### src/rtl/tgr_pkg.sv
// ----------------------------------------------------------------------------
// tgr_pkg
// Shared types, constants and font table of the text glyph rectangle
// generator.
// ----------------------------------------------------------------------------
package tgr_pkg;

	localparam int COORD_BITS_DEF = 16;

	localparam int FONT_ROWS   = 7;
	localparam int FONT_COLS   = 5;
	localparam int FONT_CELLS  = FONT_ROWS * FONT_COLS;
	localparam int FONT_GLYPHS = 42;
	localparam int CELL_W      = 6;
	localparam int ROW_W       = 3;
	localparam int COL_W       = 3;
	localparam int GLYPH_W     = 6;
	localparam int OFF_W       = 8;

	localparam int ORIGIN_W = 12;
	localparam int SCALE_W  = 4;
	localparam int CFG_W    = 12;
	localparam int CFG_IDX_W = 2;
	localparam int CHAR_W   = 8;
	localparam int OUT_XY_W = 16;
	localparam int OUT_WH_W = 6;

	localparam logic [ORIGIN_W-1:0] ORIGIN_X_RST = 12'd18;
	localparam logic [ORIGIN_W-1:0] ORIGIN_Y_RST = 12'd18;
	localparam logic [SCALE_W-1:0]  SCALE_RST    = 4'd2;

	// register indexes of the configuration port
	localparam logic [CFG_IDX_W-1:0] CFG_ORIGIN_X    = 2'd0;
	localparam logic [CFG_IDX_W-1:0] CFG_ORIGIN_Y    = 2'd1;
	localparam logic [CFG_IDX_W-1:0] CFG_PIXEL_SCALE = 2'd2;

	localparam logic [CHAR_W-1:0] CHAR_NEWLINE = 8'h0A;
	localparam logic [CHAR_W-1:0] CHAR_SPACE   = 8'h20;
	localparam logic [CHAR_W-1:0] CHAR_LOW_A   = 8'h61;
	localparam logic [CHAR_W-1:0] CHAR_LOW_Z   = 8'h7A;
	localparam logic [CHAR_W-1:0] CHAR_CASE    = 8'h20;
	localparam logic [CHAR_W-1:0] CHAR_UP_A    = 8'h41;
	localparam logic [CHAR_W-1:0] CHAR_UP_Z    = 8'h5A;
	localparam logic [CHAR_W-1:0] CHAR_DIG_0   = 8'h30;
	localparam logic [CHAR_W-1:0] CHAR_DIG_9   = 8'h39;
	localparam logic [CHAR_W-1:0] CHAR_COLON   = 8'h3A;
	localparam logic [CHAR_W-1:0] CHAR_PERIOD  = 8'h2E;
	localparam logic [CHAR_W-1:0] CHAR_SLASH   = 8'h2F;
	localparam logic [CHAR_W-1:0] CHAR_BAR     = 8'h7C;
	localparam logic [CHAR_W-1:0] CHAR_COMMA   = 8'h2C;
	localparam logic [CHAR_W-1:0] CHAR_MINUS   = 8'h2D;

	localparam logic [GLYPH_W-1:0] GLYPH_DIG_BASE = 6'd26;
	localparam logic [GLYPH_W-1:0] GLYPH_COLON    = 6'd36;
	localparam logic [GLYPH_W-1:0] GLYPH_PERIOD   = 6'd37;
	localparam logic [GLYPH_W-1:0] GLYPH_SLASH    = 6'd38;
	localparam logic [GLYPH_W-1:0] GLYPH_BAR      = 6'd39;
	localparam logic [GLYPH_W-1:0] GLYPH_COMMA    = 6'd40;
	localparam logic [GLYPH_W-1:0] GLYPH_MINUS    = 6'd41;

	localparam logic [7:0] LINE_STEP  = 8'd9;
	localparam logic [7:0] CHAR_STEP  = 8'd6;
	localparam logic [7:0] BLOCK_H    = 8'd3;
	localparam logic [7:0] BLOCK_DROP = 8'd2;

	// bit 4 of a row is the leftmost column
	localparam logic [FONT_COLS-1:0] FONT_ROM [FONT_GLYPHS][FONT_ROWS] = '{
		'{5'h0E,5'h11,5'h11,5'h1F,5'h11,5'h11,5'h11},
		'{5'h1E,5'h11,5'h11,5'h1E,5'h11,5'h11,5'h1E},
		'{5'h0F,5'h10,5'h10,5'h10,5'h10,5'h10,5'h0F},
		'{5'h1E,5'h11,5'h11,5'h11,5'h11,5'h11,5'h1E},
		'{5'h1F,5'h10,5'h10,5'h1E,5'h10,5'h10,5'h1F},
		'{5'h1F,5'h10,5'h10,5'h1E,5'h10,5'h10,5'h10},
		'{5'h0F,5'h10,5'h10,5'h13,5'h11,5'h11,5'h0F},
		'{5'h11,5'h11,5'h11,5'h1F,5'h11,5'h11,5'h11},
		'{5'h1F,5'h04,5'h04,5'h04,5'h04,5'h04,5'h1F},
		'{5'h07,5'h02,5'h02,5'h02,5'h12,5'h12,5'h0C},
		'{5'h11,5'h12,5'h14,5'h18,5'h14,5'h12,5'h11},
		'{5'h10,5'h10,5'h10,5'h10,5'h10,5'h10,5'h1F},
		'{5'h11,5'h1B,5'h15,5'h15,5'h11,5'h11,5'h11},
		'{5'h11,5'h19,5'h15,5'h13,5'h11,5'h11,5'h11},
		'{5'h0E,5'h11,5'h11,5'h11,5'h11,5'h11,5'h0E},
		'{5'h1E,5'h11,5'h11,5'h1E,5'h10,5'h10,5'h10},
		'{5'h0E,5'h11,5'h11,5'h11,5'h15,5'h12,5'h0D},
		'{5'h1E,5'h11,5'h11,5'h1E,5'h14,5'h12,5'h11},
		'{5'h0F,5'h10,5'h10,5'h0E,5'h01,5'h01,5'h1E},
		'{5'h1F,5'h04,5'h04,5'h04,5'h04,5'h04,5'h04},
		'{5'h11,5'h11,5'h11,5'h11,5'h11,5'h11,5'h0E},
		'{5'h11,5'h11,5'h11,5'h11,5'h11,5'h0A,5'h04},
		'{5'h11,5'h11,5'h11,5'h15,5'h15,5'h15,5'h0A},
		'{5'h11,5'h11,5'h0A,5'h04,5'h0A,5'h11,5'h11},
		'{5'h11,5'h11,5'h0A,5'h04,5'h04,5'h04,5'h04},
		'{5'h1F,5'h01,5'h02,5'h04,5'h08,5'h10,5'h1F},
		'{5'h0E,5'h11,5'h13,5'h15,5'h19,5'h11,5'h0E},
		'{5'h04,5'h0C,5'h04,5'h04,5'h04,5'h04,5'h0E},
		'{5'h0E,5'h11,5'h01,5'h02,5'h04,5'h08,5'h1F},
		'{5'h1E,5'h01,5'h01,5'h0E,5'h01,5'h01,5'h1E},
		'{5'h02,5'h06,5'h0A,5'h12,5'h1F,5'h02,5'h02},
		'{5'h1F,5'h10,5'h10,5'h1E,5'h01,5'h01,5'h1E},
		'{5'h0F,5'h10,5'h10,5'h1E,5'h11,5'h11,5'h0E},
		'{5'h1F,5'h01,5'h02,5'h04,5'h08,5'h08,5'h08},
		'{5'h0E,5'h11,5'h11,5'h0E,5'h11,5'h11,5'h0E},
		'{5'h0E,5'h11,5'h11,5'h0F,5'h01,5'h01,5'h1E},
		'{5'h00,5'h04,5'h04,5'h00,5'h04,5'h04,5'h00},
		'{5'h00,5'h00,5'h00,5'h00,5'h00,5'h0C,5'h0C},
		'{5'h01,5'h02,5'h02,5'h04,5'h08,5'h08,5'h10},
		'{5'h04,5'h04,5'h04,5'h04,5'h04,5'h04,5'h04},
		'{5'h00,5'h00,5'h00,5'h00,5'h04,5'h04,5'h08},
		'{5'h00,5'h00,5'h00,5'h1F,5'h00,5'h00,5'h00}
	};

	typedef enum logic [1:0] {
		KIND_NONE,
		KIND_GLYPH,
		KIND_BLOCK
	} kind_t;

	typedef enum logic [1:0] {
		ST_IDLE,
		ST_SCAN,
		ST_BLOCK
	} state_t;

	typedef struct packed {
		logic hit;
		logic [GLYPH_W-1:0] idx;
	} glyph_ref_t;

	typedef struct packed {
		logic load;
		logic step;
		logic emit_cell;
		logic emit_block;
		logic advance;
	} cmd_t;

	typedef struct packed {
		kind_t kind;
		logic  cell_lit;
		logic  cell_last;
		logic  out_free;
	} sts_t;

	function automatic logic [CHAR_W-1:0] fold_case(input logic [CHAR_W-1:0] c);
		logic [CHAR_W-1:0] r;
		r = c;
		if (c >= CHAR_LOW_A && c <= CHAR_LOW_Z) begin
			r = c - CHAR_CASE;
		end
		return r;
	endfunction

	function automatic glyph_ref_t glyph_lookup(input logic [CHAR_W-1:0] c);
		glyph_ref_t g;
		logic [CHAR_W-1:0] d;
		g.hit = 1'b1;
		g.idx = '0;
		d = '0;
		if (c >= CHAR_UP_A && c <= CHAR_UP_Z) begin
			d = c - CHAR_UP_A;
			g.idx = d[GLYPH_W-1:0];
		end else if (c >= CHAR_DIG_0 && c <= CHAR_DIG_9) begin
			d = c - CHAR_DIG_0;
			g.idx = GLYPH_DIG_BASE + d[GLYPH_W-1:0];
		end else begin
			case (c)
				CHAR_COLON:  g.idx = GLYPH_COLON;
				CHAR_PERIOD: g.idx = GLYPH_PERIOD;
				CHAR_SLASH:  g.idx = GLYPH_SLASH;
				CHAR_BAR:    g.idx = GLYPH_BAR;
				CHAR_COMMA:  g.idx = GLYPH_COMMA;
				CHAR_MINUS:  g.idx = GLYPH_MINUS;
				default:     g.hit = 1'b0;
			endcase
		end
		return g;
	endfunction

	// cell k = row * FONT_COLS + col
	function automatic logic [FONT_CELLS-1:0] glyph_cells(input logic [GLYPH_W-1:0] idx);
		logic [FONT_CELLS-1:0] cells;
		cells = '0;
		if (idx < GLYPH_W'(FONT_GLYPHS)) begin
			for (int r = 0; r < FONT_ROWS; r++) begin
				for (int c = 0; c < FONT_COLS; c++) begin
					cells[r*FONT_COLS+c] = FONT_ROM[idx][r][FONT_COLS-1-c];
				end
			end
		end
		return cells;
	endfunction

	function automatic logic [CELL_W-1:0] last_cell(input logic [FONT_CELLS-1:0] cells);
		logic [CELL_W-1:0] k;
		k = '0;
		for (int i = 0; i < FONT_CELLS; i++) begin
			if (cells[i]) begin
				k = CELL_W'(i);
			end
		end
		return k;
	endfunction

endpackage

### src/rtl/tgr_if.sv
// ----------------------------------------------------------------------------
// tgr_if
// Valid/ready channels for character input and rectangle output.
// ----------------------------------------------------------------------------
interface tgr_in_if;
	logic                         valid;
	logic                         ready;
	logic [tgr_pkg::CHAR_W-1:0]   char_code;
	logic                         text_start;

	modport source (output valid, output char_code, output text_start, input ready);
	modport sink   (input valid, input char_code, input text_start, output ready);
endinterface

interface tgr_out_if;
	logic                           valid;
	logic                           ready;
	logic [tgr_pkg::OUT_XY_W-1:0]   rect_x;
	logic [tgr_pkg::OUT_XY_W-1:0]   rect_y;
	logic [tgr_pkg::OUT_WH_W-1:0]   rect_w;
	logic [tgr_pkg::OUT_WH_W-1:0]   rect_h;
	logic                           last_rect;

	modport source (output valid, output rect_x, output rect_y, output rect_w,
		output rect_h, output last_rect, input ready);
	modport sink   (input valid, input rect_x, input rect_y, input rect_w,
		input rect_h, input last_rect, output ready);
endinterface

### src/rtl/tgr_ctrl.sv
// ----------------------------------------------------------------------------
// tgr_ctrl
// Sequencer: accepts a character, then walks the glyph cells or emits the
// unknown-character block, at most one rectangle per cycle.
// ----------------------------------------------------------------------------
module tgr_ctrl (
	input  logic            clk,
	input  logic            arst_n,
	input  logic            in_valid,
	output logic            in_ready,
	input  tgr_pkg::sts_t   sts,
	output tgr_pkg::cmd_t   cmd
);

	tgr_pkg::state_t state_q;
	tgr_pkg::state_t state_d;

	always_ff @(posedge clk or negedge arst_n) begin
		if (!arst_n) begin
			state_q <= tgr_pkg::ST_IDLE;
		end else begin
			state_q <= state_d;
		end
	end

	always_comb begin
		state_d  = state_q;
		cmd      = '0;
		in_ready = 1'b0;
		case (state_q)
			tgr_pkg::ST_IDLE: begin
				in_ready = 1'b1;
				if (in_valid) begin
					cmd.load = 1'b1;
					case (sts.kind)
						tgr_pkg::KIND_GLYPH: state_d = tgr_pkg::ST_SCAN;
						tgr_pkg::KIND_BLOCK: state_d = tgr_pkg::ST_BLOCK;
						default:             state_d = tgr_pkg::ST_IDLE;
					endcase
				end
			end
			tgr_pkg::ST_SCAN: begin
				// skip dark cells; a lit cell waits for room in the output register
				if (!sts.cell_lit) begin
					cmd.step = 1'b1;
				end else if (sts.out_free) begin
					cmd.emit_cell = 1'b1;
					if (sts.cell_last) begin
						cmd.advance = 1'b1;
						state_d     = tgr_pkg::ST_IDLE;
					end else begin
						cmd.step = 1'b1;
					end
				end
			end
			tgr_pkg::ST_BLOCK: begin
				if (sts.out_free) begin
					cmd.emit_block = 1'b1;
					cmd.advance    = 1'b1;
					state_d        = tgr_pkg::ST_IDLE;
				end
			end
			default: begin
				state_d = tgr_pkg::ST_IDLE;
			end
		endcase
	end

endmodule

### src/rtl/tgr_dp.sv
// ----------------------------------------------------------------------------
// tgr_dp
// Datapath: configuration registers, text cursor, glyph cell walker and the
// rectangle output register.
// ----------------------------------------------------------------------------
module tgr_dp #(
	parameter int COORD_BITS = tgr_pkg::COORD_BITS_DEF
) (
	input  logic                          clk,
	input  logic                          arst_n,
	input  logic                          cfg_we,
	input  logic [tgr_pkg::CFG_IDX_W-1:0] cfg_index,
	input  logic [tgr_pkg::CFG_W-1:0]     cfg_data,
	input  logic [tgr_pkg::CHAR_W-1:0]    char_code,
	input  logic                          text_start,
	input  tgr_pkg::cmd_t                 cmd,
	output tgr_pkg::sts_t                 sts,
	tgr_out_if.source                     out_ch
);

	localparam int CW = COORD_BITS;

	function automatic logic [CW-1:0] sat_add(input logic [CW-1:0] a,
		input logic [tgr_pkg::OFF_W-1:0] b);
		logic [CW:0] s;
		s = {1'b0, a} + (CW+1)'(b);
		return s[CW] ? {CW{1'b1}} : s[CW-1:0];
	endfunction

	function automatic logic [tgr_pkg::OUT_XY_W-1:0] to_out(input logic [CW-1:0] v);
		logic [CW+tgr_pkg::OUT_XY_W-1:0] t;
		t = {{tgr_pkg::OUT_XY_W{1'b0}}, v};
		return t[tgr_pkg::OUT_XY_W-1:0];
	endfunction

	function automatic logic [CW-1:0] from_origin(input logic [tgr_pkg::ORIGIN_W-1:0] v);
		logic [CW+tgr_pkg::ORIGIN_W-1:0] t;
		t = {{CW{1'b0}}, v};
		return t[CW-1:0];
	endfunction

	logic [tgr_pkg::ORIGIN_W-1:0]  origin_x_q;
	logic [tgr_pkg::ORIGIN_W-1:0]  origin_y_q;
	logic [tgr_pkg::SCALE_W-1:0]   scale_q;
	logic [CW-1:0]                 cursor_x_q;
	logic [CW-1:0]                 cursor_y_q;
	logic [tgr_pkg::FONT_CELLS-1:0] glyph_q;
	logic [tgr_pkg::CELL_W-1:0]    last_cell_q;
	logic [tgr_pkg::CELL_W-1:0]    cell_q;
	logic [tgr_pkg::COL_W-1:0]     col_q;
	logic [tgr_pkg::OFF_W-1:0]     col_off_q;
	logic [tgr_pkg::OFF_W-1:0]     row_off_q;
	logic                          out_valid_q;
	logic [tgr_pkg::OUT_XY_W-1:0]  rect_x_q;
	logic [tgr_pkg::OUT_XY_W-1:0]  rect_y_q;
	logic [tgr_pkg::OUT_WH_W-1:0]  rect_w_q;
	logic [tgr_pkg::OUT_WH_W-1:0]  rect_h_q;
	logic                          last_rect_q;

	logic [tgr_pkg::SCALE_W-1:0]   scale_eff;
	logic [tgr_pkg::OFF_W-1:0]     scale_w;
	logic [tgr_pkg::OFF_W-1:0]     char_adv;
	logic [tgr_pkg::OFF_W-1:0]     line_adv;
	logic [tgr_pkg::OFF_W-1:0]     block_drop;
	logic [tgr_pkg::OFF_W-1:0]     block_h;
	logic [tgr_pkg::CHAR_W-1:0]    code_f;
	tgr_pkg::glyph_ref_t           gref;
	logic [tgr_pkg::FONT_CELLS-1:0] cells_in;
	logic [CW-1:0]                 base_x;
	logic [CW-1:0]                 base_y;
	logic                          out_take;

	always_comb begin
		scale_eff  = (scale_q == '0) ? tgr_pkg::SCALE_W'(1) : scale_q;
		scale_w    = tgr_pkg::OFF_W'(scale_eff);
		char_adv   = scale_w * tgr_pkg::CHAR_STEP;
		line_adv   = scale_w * tgr_pkg::LINE_STEP;
		block_drop = scale_w * tgr_pkg::BLOCK_DROP;
		block_h    = scale_w * tgr_pkg::BLOCK_H;
		code_f     = tgr_pkg::fold_case(char_code);
		gref       = tgr_pkg::glyph_lookup(code_f);
		cells_in   = tgr_pkg::glyph_cells(gref.idx);
		base_x     = text_start ? from_origin(origin_x_q) : cursor_x_q;
		base_y     = text_start ? from_origin(origin_y_q) : cursor_y_q;
		out_take   = out_valid_q && out_ch.ready;
	end

	always_comb begin
		if (code_f == tgr_pkg::CHAR_NEWLINE || code_f == tgr_pkg::CHAR_SPACE) begin
			sts.kind = tgr_pkg::KIND_NONE;
		end else if (gref.hit) begin
			sts.kind = tgr_pkg::KIND_GLYPH;
		end else begin
			sts.kind = tgr_pkg::KIND_BLOCK;
		end
		sts.cell_lit  = glyph_q[cell_q];
		sts.cell_last = (cell_q == last_cell_q);
		sts.out_free  = !out_valid_q || out_ch.ready;
	end

	// configuration
	always_ff @(posedge clk or negedge arst_n) begin
		if (!arst_n) begin
			origin_x_q <= tgr_pkg::ORIGIN_X_RST;
			origin_y_q <= tgr_pkg::ORIGIN_Y_RST;
			scale_q    <= tgr_pkg::SCALE_RST;
		end else if (cfg_we) begin
			case (cfg_index)
				tgr_pkg::CFG_ORIGIN_X:    origin_x_q <= cfg_data[tgr_pkg::ORIGIN_W-1:0];
				tgr_pkg::CFG_ORIGIN_Y:    origin_y_q <= cfg_data[tgr_pkg::ORIGIN_W-1:0];
				tgr_pkg::CFG_PIXEL_SCALE: scale_q    <= cfg_data[tgr_pkg::SCALE_W-1:0];
				default: ;
			endcase
		end
	end

	// text cursor
	always_ff @(posedge clk or negedge arst_n) begin
		if (!arst_n) begin
			cursor_x_q <= from_origin(tgr_pkg::ORIGIN_X_RST);
			cursor_y_q <= from_origin(tgr_pkg::ORIGIN_Y_RST);
		end else if (cmd.load) begin
			if (code_f == tgr_pkg::CHAR_NEWLINE) begin
				cursor_x_q <= from_origin(origin_x_q);
				cursor_y_q <= sat_add(base_y, line_adv);
			end else if (code_f == tgr_pkg::CHAR_SPACE) begin
				cursor_x_q <= sat_add(base_x, char_adv);
				cursor_y_q <= base_y;
			end else begin
				cursor_x_q <= base_x;
				cursor_y_q <= base_y;
			end
		end else if (cmd.advance) begin
			cursor_x_q <= sat_add(cursor_x_q, char_adv);
		end
	end

	// cell walker
	always_ff @(posedge clk) begin
		if (cmd.load) begin
			glyph_q     <= cells_in;
			last_cell_q <= tgr_pkg::last_cell(cells_in);
			cell_q      <= '0;
			col_q       <= '0;
			col_off_q   <= '0;
			row_off_q   <= '0;
		end else if (cmd.step) begin
			cell_q <= cell_q + 1'b1;
			if (col_q == tgr_pkg::COL_W'(tgr_pkg::FONT_COLS - 1)) begin
				col_q     <= '0;
				col_off_q <= '0;
				row_off_q <= row_off_q + scale_w;
			end else begin
				col_q     <= col_q + 1'b1;
				col_off_q <= col_off_q + scale_w;
			end
		end
	end

	// output register
	always_ff @(posedge clk or negedge arst_n) begin
		if (!arst_n) begin
			out_valid_q <= 1'b0;
		end else if (cmd.emit_cell || cmd.emit_block) begin
			out_valid_q <= 1'b1;
		end else if (out_take) begin
			out_valid_q <= 1'b0;
		end
	end

	always_ff @(posedge clk) begin
		if (cmd.emit_cell) begin
			rect_x_q    <= to_out(sat_add(cursor_x_q, col_off_q));
			rect_y_q    <= to_out(sat_add(cursor_y_q, row_off_q));
			rect_w_q    <= tgr_pkg::OUT_WH_W'(scale_eff);
			rect_h_q    <= tgr_pkg::OUT_WH_W'(scale_eff);
			last_rect_q <= sts.cell_last;
		end else if (cmd.emit_block) begin
			rect_x_q    <= to_out(cursor_x_q);
			rect_y_q    <= to_out(sat_add(cursor_y_q, block_drop));
			rect_w_q    <= tgr_pkg::OUT_WH_W'({scale_eff, 2'b00});
			rect_h_q    <= block_h[tgr_pkg::OUT_WH_W-1:0];
			last_rect_q <= 1'b1;
		end
	end

	assign out_ch.valid     = out_valid_q;
	assign out_ch.rect_x    = rect_x_q;
	assign out_ch.rect_y    = rect_y_q;
	assign out_ch.rect_w    = rect_w_q;
	assign out_ch.rect_h    = rect_h_q;
	assign out_ch.last_rect = last_rect_q;

	a_emit_room: assert property (@(posedge clk) disable iff (!arst_n)
		(cmd.emit_cell || cmd.emit_block) |-> (!out_valid_q || out_ch.ready))
		else $error("rectangle emitted while output register held an untaken one");

	a_walk_bound: assert property (@(posedge clk) disable iff (!arst_n)
		cmd.step |-> (cell_q < last_cell_q))
		else $error("cell walker stepped past the last lit cell");

	a_load_alone: assert property (@(posedge clk) disable iff (!arst_n)
		cmd.load |-> !(cmd.emit_cell || cmd.emit_block || cmd.advance || cmd.step))
		else $error("character load overlapped other datapath work");

	a_last_advances: assert property (@(posedge clk) disable iff (!arst_n)
		((cmd.emit_cell && sts.cell_last) || cmd.emit_block) |-> cmd.advance)
		else $error("final rectangle emitted without cursor advance");

endmodule

### src/rtl/text_glyph_rect_generator_core.sv
// ----------------------------------------------------------------------------
// text_glyph_rect_generator_core
// 5x7 character generator: turns character codes into pixel rectangles and
// keeps the text cursor.
//
//   channel  dir  handshake      payload
//   in_ch    in   valid/ready    char_code[7:0], text_start
//   out_ch   out  valid/ready    rect_x[15:0], rect_y[15:0], rect_w[5:0],
//                                rect_h[5:0], last_rect
//   cfg      in   cfg_we         cfg_index[1:0], cfg_data[11:0]
//
// Newline and space finish as the character is taken. A glyph then walks its
// cells one per cycle up to its last lit cell, as long as the output has room
// for each lit cell. An unknown character is taken and then emits its block.
// A stalled output holds the walk on a lit cell; the next character is taken
// while the final rectangle still waits.
// Reset loads the default origin and scale and puts the cursor at the origin.
// ----------------------------------------------------------------------------
module text_glyph_rect_generator_core #(
	parameter int COORD_BITS = tgr_pkg::COORD_BITS_DEF
) (
	input  logic                          clk,
	input  logic                          arst_n,
	input  logic                          cfg_we,
	input  logic [tgr_pkg::CFG_IDX_W-1:0] cfg_index,
	input  logic [tgr_pkg::CFG_W-1:0]     cfg_data,
	tgr_in_if.sink                        in_ch,
	tgr_out_if.source                     out_ch
);

	tgr_pkg::cmd_t cmd;
	tgr_pkg::sts_t sts;

	tgr_ctrl u_ctrl (
		.clk      (clk),
		.arst_n   (arst_n),
		.in_valid (in_ch.valid),
		.in_ready (in_ch.ready),
		.sts      (sts),
		.cmd      (cmd)
	);

	tgr_dp #(
		.COORD_BITS (COORD_BITS)
	) u_dp (
		.clk        (clk),
		.arst_n     (arst_n),
		.cfg_we     (cfg_we),
		.cfg_index  (cfg_index),
		.cfg_data   (cfg_data),
		.char_code  (in_ch.char_code),
		.text_start (in_ch.text_start),
		.cmd        (cmd),
		.sts        (sts),
		.out_ch     (out_ch)
	);

endmodule
### src/flat_wrapper.sv
// flat-port wrapper written by rule: the top's interface ports become plain ports
module text_glyph_rect_generator_core_flat 
#(
	parameter int COORD_BITS = tgr_pkg::COORD_BITS_DEF
)
  (clk, arst_n, cfg_we, cfg_index, cfg_data, in_ch_valid, in_ch_char_code, in_ch_text_start, in_ch_ready, out_ch_valid, out_ch_rect_x, out_ch_rect_y, out_ch_rect_w, out_ch_rect_h, out_ch_last_rect, out_ch_ready);
  tgr_in_if in_ch_i ();
  tgr_out_if out_ch_i ();
  input  logic clk;
  input  logic arst_n;
  input  logic cfg_we;
  input  logic [tgr_pkg::CFG_IDX_W-1:0] cfg_index;
  input  logic [tgr_pkg::CFG_W-1:0] cfg_data;
  input wire logic [$bits(in_ch_i.valid)-1:0] in_ch_valid;
  input wire logic [$bits(in_ch_i.char_code)-1:0] in_ch_char_code;
  input wire logic [$bits(in_ch_i.text_start)-1:0] in_ch_text_start;
  output wire logic [$bits(in_ch_i.ready)-1:0] in_ch_ready;
  output wire logic [$bits(out_ch_i.valid)-1:0] out_ch_valid;
  output wire logic [$bits(out_ch_i.rect_x)-1:0] out_ch_rect_x;
  output wire logic [$bits(out_ch_i.rect_y)-1:0] out_ch_rect_y;
  output wire logic [$bits(out_ch_i.rect_w)-1:0] out_ch_rect_w;
  output wire logic [$bits(out_ch_i.rect_h)-1:0] out_ch_rect_h;
  output wire logic [$bits(out_ch_i.last_rect)-1:0] out_ch_last_rect;
  input wire logic [$bits(out_ch_i.ready)-1:0] out_ch_ready;
  assign in_ch_i.valid = in_ch_valid;
  assign in_ch_i.char_code = in_ch_char_code;
  assign in_ch_i.text_start = in_ch_text_start;
  assign in_ch_ready = in_ch_i.ready;
  assign out_ch_valid = out_ch_i.valid;
  assign out_ch_rect_x = out_ch_i.rect_x;
  assign out_ch_rect_y = out_ch_i.rect_y;
  assign out_ch_rect_w = out_ch_i.rect_w;
  assign out_ch_rect_h = out_ch_i.rect_h;
  assign out_ch_last_rect = out_ch_i.last_rect;
  assign out_ch_i.ready = out_ch_ready;
  text_glyph_rect_generator_core #(.COORD_BITS(COORD_BITS)) u_core (.clk(clk), .arst_n(arst_n), .cfg_we(cfg_we), .cfg_index(cfg_index), .cfg_data(cfg_data), .in_ch(in_ch_i), .out_ch(out_ch_i));
endmodule
### config.mk
export PLATFORM = sky130hd
export DESIGN_NAME = text_glyph_rect_generator_core_flat
export DESIGN_NICKNAME = d
export VERILOG_FILES = /design/src/rtl/tgr_pkg.sv /design/src/rtl/tgr_if.sv /design/src/rtl/tgr_ctrl.sv /design/src/rtl/tgr_dp.sv /design/src/rtl/text_glyph_rect_generator_core.sv /design/src/flat_wrapper.sv
export SDC_FILE = /design/constraint.sdc
export NUM_CORES = 1
export LEC_CHECK = 0
export BUFFER_PORTS_ARGS = -buffer_cell sky130_fd_sc_hd__buf_4
export CAP_MARGIN = 20
export CORE_MARGIN = 2
export CORE_UTILIZATION = 60
export CTS_CLUSTER_SIZE = 30
export DETAILED_ROUTE_END_ITERATION = 7
export HOLD_SLACK_MARGIN = 0.08
export PLACE_DENSITY = 0.8
export SYNTH_ARGS = -nofsm -noshare
export SYNTH_HDL_FRONTEND = slang
export SYNTH_SLANG_ARGS = --single-unit
### constraint.sdc
create_clock -name clk -period 9.6 [get_ports clk]
set_clock_uncertainty 0.2 [all_clocks]
set_input_delay 1.44 -clock clk [delete_from_list [all_inputs] [get_ports clk]]
set_output_delay 1.44 -clock clk [all_outputs]
set_load 0.05 [all_outputs]
==> results of run 1 <==
==> cells by family (layout without fill, tap and decap cells) <==
group                    count (synthesis)  count (layout)  synth area share, %
AO/OA/AOI/OAI                          458             458                 22.9
AND/OR/NAND/NOR                        441             441                 15.9
flip-flops                             174             174                 35.2
buffers and inverters                  166             202                 4.88
adder cells (fa/ha/maj)                 90              90                 9.12
XOR/XNOR                                77              77                 5.12
multiplexers                            74              74                 6.97
==> cells in the mapped netlist (15+ instances only) <==
library cell	count	share of area, %
nand2_1	126	3.6
nor2_1	124	3.5
a21oi_1	122	4.6
dfxtp_1	29	4.4
clkbuf_1	65	1.9
nor3_1	32	1.2
o211ai_1	22	1.3
a31oi_1	15	0.71
a21o_1	26	1.5
nand3_1	47	1.8
nand2b_1	16	0.76
xor2_1	34	2.3
o22ai_1	20	0.95
xnor2_1	43	2.9
nor2b_1	20	0.95
edfxtp_1	82	19
ha_1	80	7.6
o21ai_0	96	3.6
mux2i_1	22	1.7
dfrtp_1	54	10
a22oi_1	16	0.91
a211oi_1	16	0.91
mux2_2	42	3.6
inv_1	72	2.1
==> power groups by stage <==
stage / combinational [uW] / sequential (uW) / clock [uW]
2_1_floorplan: 1210 / 1580 / 0
3_3_place_gp: 1930 / 1330 / 0
3_5_place_dp: 1990 / 1350 / 0
4_1_cts: 2010 / 1330 / 704
5_1_grt: 2210 / 1360 / 737
6_report: 2050 / 1330 / 700
==> area by class of cell <==
type | instances | area, um^2 | share of cell area, %
Clock buffer | 19 | 433 | 2.99
Clock inverter | 13 | 154 | 1.06
Inverter | 76 | 285 | 1.97
Multi-Input combinational cell | 1140 | 7920 | 54.6
Sequential cell | 174 | 4630 | 31.9
Tap cell | 280 | 350 | 2.42
Timing Repair Buffer | 94 | 726 | 5.01
==> registers in the layout, summed over array words and instances (netlist names), 12 cells and up <==
register / cells
u_core.u_dp.out_ch.rect_y: 16
u_core.u_dp.out_ch.rect_x: 16
u_core.u_dp.cursor_x_q: 16
u_core.u_dp.origin_x_q: 12
u_core.u_dp.cursor_y_q: 16
u_core.u_dp.glyph_q: 35
u_core.u_dp.origin_y_q: 12
==> how the worst max path moves through the flow <==
| stage | startpoint | to | slack [ns] | cells past startpoint |
|---|---|---|---|---|
| after CTS | in_ch_char_code[1] | u_core.u_dp.last_cell_q[0] | 2.31 | 21 |
| final | in_ch_char_code[1] | u_core.u_dp.last_cell_q[0] | 2.18 | 21 |
| after detailed placement | in_ch_char_code[1] | u_core.u_dp.last_cell_q[0] | 1.84 | 21 |
| after floorplan | in_ch_char_code[1] | u_core.u_dp.last_cell_q[0] | 3.25 | 18 |
| after global routing | in_ch_char_code[1] | u_core.u_dp.last_cell_q[0] | 1.78 | 21 |
| after global placement | in_ch_char_code[1] | u_core.u_dp.last_cell_q[0] | 2.01 | 21 |
==> per-layer routing <==
| layer | vias to the layer above | global-route usage, % | wire length (um) | share of wire [%] |
|---|---|---|---|---|
| met2 | 528 | 53.0 | 18400 | 49 |
| met4 | 0 | 16.0 | 1750 | 4.6 |
| met5 | - | 0 | 0 | 0 |
| met3 | 128 | 5.26 | 2320 | 6.1 |
| li1 | 5495 | - | - | - |
| met1 | 5736 | 40.8 | 15400 | 41 |
==> worst max-delay path, delay by kind of cell <==
kind            cells  cell delay (ns)
simple gates        7             2.26
buf+inv             4             0.77
fa+ha+maj           2             0.79
compound gates      8             2.25
==> stage by stage <==
step / cells / instance area [um^2] / hold slack (ns)
after global placement: 1762 / 13900 / 0.262
after detailed placement: 1762 / 13900 / 0.269
after global routing: 1796 / 14500 / 0.301
after CTS: 1794 / 14500 / 0.279
after floorplan: 1480 / 13200 / 0.252
final: 1796 / 14500 / 0.276
==> flow_summary_export.csv, run 1 <==
group,metric,value,unit
status,status,"completed",
worst_setup_path,r2r_start,"u_core.u_dp.scale_q[1]",
timing,fin_crit_sh,77.3,%
flow_run,maxCapViolations,0,
finish,drive_above_1_share,13.9,%
clocking,root_buffer,"clkbuf_16",
floorplanning,fp.dieH,152,um
synth,synth_edf_count,82,
floorplanning,coreArea,21700,um^2
timing,setup-tns-final,0,ns
floorplanning,die_area,23200,um^2
finish,layout_commonest_cell,"nand2_1",
synth,yosysWarnings,0,
worst_setup_path,path_max_fanout,23,
power,clkPwrFrac,17.1,%
worst_setup_path,path_cells,"buf_4 > inv_1 > ha_1 > or4b_4 > or2_4 > nor2b_1 > nor3_4 > o31a_1 > buf_4 > inv_2 > ha_1 > o211ai_1 > nor3_1 > a22oi_1 > o211ai_1 > a21boi_0 > a211oi_1 > o211ai_1 > or4_1 > a2111o_1 > nand3_1",
clocking,cts_made_buffers,17,
synth,seq_area_frac_synth,35.2,%
min_path,hold_class,"flop to flop",
route,drtIter0Drc,1139,
timing,timing.fmax,135,MHz
finish,n_antenna_cell,0,
timing,rsz0062_at_grt,"false",
clocking,cts_max_level,4,
clocking,post_cts_resized,0,
power,swShare,45.0,%
synth,synthFlopType,"edfxtp_1",
place,hpwl,27300,um
route,vias,11900,
grt,antenna_found_initial,0,
worst_setup_path,crit_top_cell,"o211ai_1",
floorplanning,pin_count,75,
grt,grtUsageTotal,32.0,%
worst_setup_path,start_kind,"input port",
worst_setup_path,r2r-end,"u_core.u_dp.cursor_x_q[15]",
min_path,min_from,"u_core.u_dp.col_q[1]",
route,first_pass_iters,6,
worst_setup_path,max_stage_delay,0.64,ns
clocking,postCtsSetupBuffers,0,
power,power,4080,uW
power,internal_power,2250,uW
finish,fin_util,66.8,%
route,ant_nets,0,
timing,fin_crit,7.42,ns
route,routedWlPerCell,21.1,um
grt,grt_max_degree,75,
floorplanning,initial_utilization,60.7,%
finish,nets,1621,
synth,syn_area_per_cell,8.90,um^2
route,vias_per_cell,6.62,
worst_setup_path,path_class,"input port to flop",
power,power_density,281,nW/um^2
floorplanning,die_x,152,um
clocking,clk_pin_slew,0.08,ns
worst_setup_path,worst_setup_path_end_kind,"flop",
min_path,holdPathStages,2,
place,post-place-ws,1.84,ns
timing,setup_slack,2.18,ns
synth,syn_nets,1598,
grt,grt_pass1_wl,60300,um
clocking,cts_sinks,174,
clocking,cts_tree,"built",
timing,worst_pin_slew,1.07,ns
worst_setup_path,rrSetupSlack,4.44,ns
grt,grt-ovfl-total,0,
place,io_buffers,74,
power,power.switching,1830,uW
route,post-route-drc-count,0,
synth,synthArstFlopShare,36.2,%
synth,synth_cell_types,89,
power,seqPwrFrac,32.7,%
clocking,hold_buffers,0,
clocking,clk_latency,0.44,ns
worst_setup_path,crit_path_top_delay_cell,"nor3_4",
finish,layout_common_cells,"125 x nand2_1, 124 x nor2_1, 122 x a21oi_1",
min_path,hold_end,"u_core.u_dp.col_q[1]",
worst_setup_path,r2r_cells,18,
finish,fillCellCount,1736,
power,p_comb_share,50.2,%
floorplanning,rows,54,
route,routed_wl,37900,um
clocking,clockBufferDepth,2,
grt,grt_pass1_vias,11500,
power,vdd_ir_drop_max,0.000179,V
synth,ys_ff_latch,174,
worst_setup_path,cp.required,9.71,ns
synth,postSynthCellCount,1480,
worst_setup_path,cp.arrival,7.53,ns
timing,setup_viol,0,
timing,slew_violations,0,
synth,synth_area,13200,um^2
power,leakagePower,0.00584,uW
place,place_congestion,0.953,
finish,areaGrowthSynthToFinish,10.1,%
timing,finalHoldViolations,0,
timing,slew_headroom,28.4,%
(Power assumes the default switching activity.)
==> inputs of run 2 (changes only) <==
--- a/config.mk
+++ b/config.mk
@@ -5,6 +5,7 @@
 export SDC_FILE = /design/constraint.sdc
 export NUM_CORES = 1
 export LEC_CHECK = 0
+export ABC_AREA = 1
 export BUFFER_PORTS_ARGS = -buffer_cell sky130_fd_sc_hd__buf_4
 export CAP_MARGIN = 20
 export CORE_MARGIN = 2
==> constraint.sdc (replaced) <==
create_clock -name clk -period 7.1 [get_ports clk]
set_clock_uncertainty 0.2 [all_clocks]
set_input_delay 1.065 -clock clk [delete_from_list [all_inputs] [get_ports clk]]
set_output_delay 1.065 -clock clk [all_outputs]
set_load 0.05 [all_outputs]
==> run 2 against run 1 <==
Largest power group unchanged. Highest routed layer unchanged. Sequential cell count did not move. Final cell count rose by 17%. Count of clock-buffer cells in the layout fell by 2. Global-route usage rose by 3.5 points. Total power rose by 28%. Wire length rose by 5.7%. Sequential share of layout area rose by 0.14 points. Via count rose by 8.7%. Die area fell by 0.94%. Design area fell by 0.43%. Combinational power rose by 24%.
==> flow_summary_export.csv, run 2 <==
group,metric,value,unit
worst_setup_path,start_kind,"input port",
worst_setup_path,path_class,"input port to flop",
finish,fillCellCount,1792,
floorplanning,pin_count,75,
worst_setup_path,cp.arrival,5.78,ns
power,vdd_ir_drop_max,0.000280,V
min_path,hold_class,"flop to flop",
route,drtIter0Drc,1590,
finish,layout_commonest_cell,"nand2_1",
route,vias_per_cell,6.17,
synth,syn_area_per_cell,7.42,um^2
grt,grt_max_degree,64,
finish,largest_register,"u_core.u_dp.glyph_q",
grt,grt_pass1_vias,12100,
synth,postSynthCellCount,1757,
clocking,hold_buffers,0,
floorplanning,coreArea,21200,um^2
place,postPlaceCellArea,13800,um^2
timing,whs,0.269,ns
worst_setup_path,crit_family,"simple AND/OR/NAND/NOR gates",
worst_setup_path,max_stage_delay,0.38,ns
finish,largest_register_ffs,35,
timing,finalHoldViolations,0,
timing,setup_viol,0,
timing,slew_headroom,29.9,%
timing,fin_crit,5.78,ns
synth,synth_edf_count,82,
finish,drive_above_1_share,10.9,%
timing,worst_pin_slew,1.05,ns
synth,syn_nets,1875,
synth,synth_compound_area_share,18.8,%
floorplanning,fp.dieH,151,um
grt,grt_pass1_wl,63300,um
synth,synth_most_common_cell,"nand2_1",
route,first_pass_iters,6,
timing,setup_slack,1.32,ns
timing,setup-tns-final,0,ns
synth,synth_top_cell_area_share,18.9,%
floorplanning,die_x,151,um
clocking,cts_tree,"built",
synth,synth_top_family_by_area,"simple AND/OR/NAND/NOR gates",
clocking,clockBufferDepth,2,
synth,synthMuxAreaShare,0.153,%
clocking,cts_max_level,4,
worst_setup_path,crit_top_cell,"nand2_1",
finish,layout_common_cells,"344 x nand2_1, 248 x inv_1, 169 x nor2_1",
clocking,clk_pin_slew,0.08,ns
floorplanning,initial_utilization,61.7,%
worst_setup_path,cp.required,7.10,ns
synth,synth_common_cells,"345 x nand2_1, 249 x inv_1, 169 x nor2_1, 167 x o21ai_0, 110 x a21oi_1",
worst_setup_path,crit_path_top_delay_cell,"clkinv_1",
route,vias,12900,
synth,yosys.area_share.adder,9.21,%
finish,seq_area,4630,um^2
synth,synth_simple_gate_area_share,23.6,%
floorplanning,die_area,22900,um^2
worst_setup_path,worst_setup_path_end_kind,"flop",
place,place_congestion,1.01,
finish,areaGrowthSynthToFinish,10.7,%
route,ant_nets,0,
place,placed_cells,2064,
worst_setup_path,cp.buffers_inverters,5,
synth,synth_area,13000,um^2
clocking,cts_sinks,174,
synth,synthArstFlopShare,36.2,%
route,routed_wl,40000,um
finish,final_cell_area,14400,um^2
place,hpwl,30000,um
route,post-route-drc-count,0,
synth,synth_area_leaders,"edfxtp_1 19%, dfrtp_1 10%, nand2_1 9.9%",
synth,ys_ff_latch,174,
clocking,cts_made_buffers,17,
floorplanning,rows,53,
clocking,post_cts_resized,0,
finish,nets,1926,
grt,grt-ovfl-total,0,
synth,synth_cell_types,66,
finish,n_antenna_cell,0,
power,power_density,363,nW/um^2
timing,fin_crit_sh,81.4,%
timing,slew_violations,0,
timing,rsz0062_at_grt,"false",
place,io_buffers,74,
flow_run,maxCapViolations,0,
grt,antenna_found_initial,0,
timing,timing.fmax,173,MHz
clocking,root_buffer,"clkbuf_16",
route,routedWlPerCell,19.1,um
synth,seq_area_frac_synth,35.5,%
worst_setup_path,path_max_fanout,11,
clocking,postCtsSetupBuffers,0,
grt,grtUsageTotal,35.5,%
clocking,clk_latency,0.44,ns
place,post-place-ws,0.954,ns
synth,synth.largest_area_cell,"edfxtp_1",
power,leakagePower,0.00669,uW
synth,yosysWarnings,0,
finish,multiInputGateArea,7170,um^2
synth,synthFlopType,"edfxtp_1",
finish,final_cells,2096,
synth,synthXorXnorAreaFrac,3.16,%
status,status,"completed",
run 2: worst register-to-register path: stages, from the launching register on:
cell and delay, ns:
dfrtp_1 0.60, inv_1 0.15, ha_1 0.22, nor3b_1 0.16, nor2_1 0.60, fa_1 0.64
ha_1 0.40, a21oi_1 0.09, inv_1 0.05, a31oi_1 0.04, nor2_1 0.15, o21a_1 0.15
nor2_1 0.04, nor2_1 0.12, o21ai_0 0.12, nor2_1 0.17, inv_1 0.12, nor3_1 0.30
nand3_1 0.26, a21oi_1 0.24, o221ai_1 0.12, o21ai_0 0.30
run 2: report_power, final:
| group | leakage (uW) | switching (uW) | internal (uW) |
|---|---|---|---|
| clock network | 0.000300 | 490 | 488 |
| logic | 0.00463 | 1760 | 785 |
| registers | 0.00175 | 242 | 1470 |
run 2: worst paths after layout:
check | to | slack (ns) | depth (start not counted) | start
setup / recovery | u_core.u_dp.last_cell_q[0] | 1.32 | 46 | in_ch_char_code[1]
hold / removal | u_core.u_dp.out_ch.rect_h[4] | 0.27 | 2 | u_core.u_dp.out_ch.rect_h[4]
setup reg to reg | u_core.u_dp.cursor_x_q[8] | 1.73 | 21 | u_core.u_dp.scale_q[2]
hold reg to reg | u_core.u_dp.out_ch.rect_h[4] | 0.27 | 2 | u_core.u_dp.out_ch.rect_h[4]
max in group asynchronous | u_core.u_dp.origin_y_q[7] | 5.62 | 1 | arst_n
min in group asynchronous | u_core.u_dp.cursor_x_q[12] | 0.51 | 1 | arst_n
run 2: layout make-up:
cell class / instances / share of cell area, %
clock buffer: 17 / 2.95
clock inverter: 15 / 1.36
inverter: 268 / 6.99
multi-input combinational: 1260 / 49.7
sequential: 174 / 32.1
tap: 275 / 2.38
timing repair buffer: 87 / 4.53
run 2: kinds of logic (layout without fill, tap and decap cells):
group	count (synthesis)	after routing
buf+inv	323	387
xor+xnor	47	47
simple gates	704	704
fa+ha+maj	90	90
mux	2	2
flops	174	174
compound gates	417	417
run 2: per-layer routing:
layer / share of wire, % / vias up / routed length (um) / GRT usage [%]
li1: - / 6033 / - / -
met1: 41 / 5955 / 16300 / 49.8
met2: 44 / 823 / 17600 / 54.4
met3: 12 / 113 / 4760 / 7.14
met4: 3.3 / 0 / 1300 / 13.2
met5: 0 / - / 0 / 0
run 2: through the flow:
stage | power [uW] | util [%]
global placement | 4110 | 65.3
floorplan | 3480 | -
global route | 5540 | 68.2
detailed placement | 4190 | 65.3
finish | 5240 | 68.2
CTS | 5190 | 68.2
==> inputs of run 3 (changes only) <==
==> constraint.sdc (replaced) <==
create_clock -name clk -period 5.86 [get_ports clk]
set_clock_uncertainty 0.2 [all_clocks]
set_input_delay 0.879 -clock clk [delete_from_list [all_inputs] [get_ports clk]]
set_output_delay 0.879 -clock clk [all_outputs]
set_load 0.05 [all_outputs]
==> run 3 against run 2 <==
Sequential power up 21%. Sequential cell count unchanged. Worst hold slack worse by 0.0033 ns. Final cell count up 0.95%. Register-to-register slack worse by 0.95 ns. Total power up 22%. Combinational power up 22%.
==> flow_summary_export.csv, run 3 (same netlist as run 2, synthesis figures left out) <==
group,metric,value,unit
grt,grtUsageTotal,35.9,%
clocking,clk_latency,0.44,ns
finish,largest_register_ffs,35,
worst_setup_path,crit_family,"simple AND/OR/NAND/NOR gates",
timing,slew_headroom,34.2,%
clocking,cts_max_level,4,
status,status,"completed",
power,vdd_ir_drop_max,0.000293,V
route,wl_met1,17100,um
route,top_layer,"met4",
power,power_density,437,nW/um^2
worst_setup_path,r2r_start,"u_core.u_dp.scale_q[2]",
finish,drive_above_1_share,11.8,%
floorplanning,rows,53,
clocking,hold_buffers,0,
timing,rsz0062_at_grt,"false",
worst_setup_path,r2r-end,"u_core.u_dp.cursor_x_q[7]",
route,vias,13000,
floorplanning,fp.dieH,151,um
power,power,6380,uW
finish,fillCellCount,1771,
finish,n_antenna_cell,0,
place,io_buffers,74,
clocking,post_cts_resized,0,
grt,grt_pass1_vias,12000,
clocking,root_buffer,"clkbuf_16",
worst_setup_path,crit_top_cell,"nand2_1",
timing,finalHoldViolations,0,
worst_setup_path,start_kind,"input port",
route,met2RoutedLength,17800,um
grt,grt_max_degree,64,
timing,fin_crit_sh,89.2,%
power,leakagePower,0.00679,uW
route,routed_wl,40400,um
worst_setup_path,crit_path_start,"in_ch_char_code[1]",
timing,worst_pin_slew,0.963,ns
floorplanning,pin_count,75,
clocking,clk_pin_slew,0.09,ns
grt,grt-ovfl-total,0,
clocking,postCtsSetupBuffers,0,
worst_setup_path,path_max_fanout,10,
worst_setup_path,crit_path_top_delay_cell,"a211oi_1",
worst_setup_path,path_class,"input port to flop",
place,place_congestion,1.02,
timing,timing.fmax,191,MHz
timing,whs,0.266,ns
flow_run,maxCapViolations,0,
finish,seq_area,4630,um^2
timing,setup-tns-final,0,ns
worst_setup_path,worst_setup_path_end_kind,"flop",
worst_setup_path,cp.depth,48,
timing,slew_violations,0,
floorplanning,die_area,22900,um^2
finish,layout_common_cells,"344 x nand2_1, 248 x inv_1, 169 x nor2_1",
route,routed-wl-met3,4320,um
timing,fin_crit,5.23,ns
finish,areaGrowthSynthToFinish,11.9,%
floorplanning,die_x,151,um
clocking,cts_sinks,174,
place,placed_cells,2083,
worst_setup_path,rrSetupSlack,0.78,ns
route,drtIter0Drc,1700,
finish,final_cells,2116,
route,post-route-drc-count,0,
worst_setup_path,cp.buffers_inverters,6,
place,hpwl,30700,um
worst_setup_path,r2r_cells,22,
timing,setup_viol,0,
route,routedWlPerCell,19.1,um
route,ant_nets,0,
floorplanning,coreArea,21200,um^2
clocking,cts_made_buffers,17,
finish,nets,1946,
route,vias_per_cell,6.15,
place,post-place-ws,0.318,ns
grt,antenna_found_initial,0,
grt,grt_pass1_wl,63700,um
worst_setup_path,endpoint,"u_core.u_dp.last_cell_q[0]",
route,first_pass_iters,6,
finish,multiInputGateArea,7170,um^2
worst_setup_path,cp.required,5.87,ns
worst_setup_path,max_stage_delay,0.29,ns
clocking,cts_tree,"built",
floorplanning,initial_utilization,61.7,%
worst_setup_path,cp.arrival,5.24,ns
clocking,clockBufferDepth,2,
finish,largest_register,"u_core.u_dp.glyph_q",
min_path,hold_class,"flop to flop",
timing,setup_slack,0.635,ns
finish,layout_commonest_cell,"nand2_1",
-- run 3: final cells by class --
type / instances / area share, %
clock buffers: 17 / 2.91
multi-input cells: 1260 / 49.1
clock inverters: 15 / 1.45
flip-flops and latches: 174 / 31.7
repair buffers: 107 / 5.50
well taps: 275 / 2.36
inverters: 268 / 6.91
-- run 3: per-layer routing --
metal,vias up,track usage (%)
met4,0,11.4
met2,802,55.0
met5,-,0
met3,100,7.50
li1,6066,-
met1,6054,50.9
-- run 3: worst min-delay path, cell delays in order (launching register included) --
cell and delay, ns:
dfxtp_1 0.32, nand2_1 0.06, a21oi_1 0.05
-- run 3: where the power goes --
part,internal [uW],total [uW],switching (uW)
Sequential,1780,2070,285
Clock,601,1210,613
Combinational,969,3100,2130
-- run 3: worst min path at each step --
stage / start / endpoint / slack [ns] / cells after the start
after floorplan: u_core.u_dp.row_off_q[7] / u_core.u_dp.row_off_q[7] / 0.24 / 2
final: u_core.u_dp.out_ch.rect_h[4] / u_core.u_dp.out_ch.rect_h[4] / 0.27 / 2
after global placement: u_core.u_dp.out_ch.rect_w[5] / u_core.u_dp.out_ch.rect_w[5] / 0.25 / 2
after detailed placement: u_core.u_dp.out_ch.rect_h[4] / u_core.u_dp.out_ch.rect_h[4] / 0.26 / 2
after global routing: u_core.u_dp.out_ch.rect_w[5] / u_core.u_dp.out_ch.rect_w[5] / 0.31 / 2
after CTS: u_core.u_dp.out_ch.rect_h[4] / u_core.u_dp.out_ch.rect_h[4] / 0.27 / 2
-- run 3: stage by stage --
| step | utilization, % | area, um^2 |
|---|---|---|
| 2_1_floorplan | - | 13000 |
| 3_3_place_gp | 66.0 | 14000 |
| 3_5_place_dp | 66.0 | 14000 |
| 4_1_cts | 69.0 | 14600 |
| 5_1_grt | 69.0 | 14600 |
| 6_report | 69.0 | 14600 |
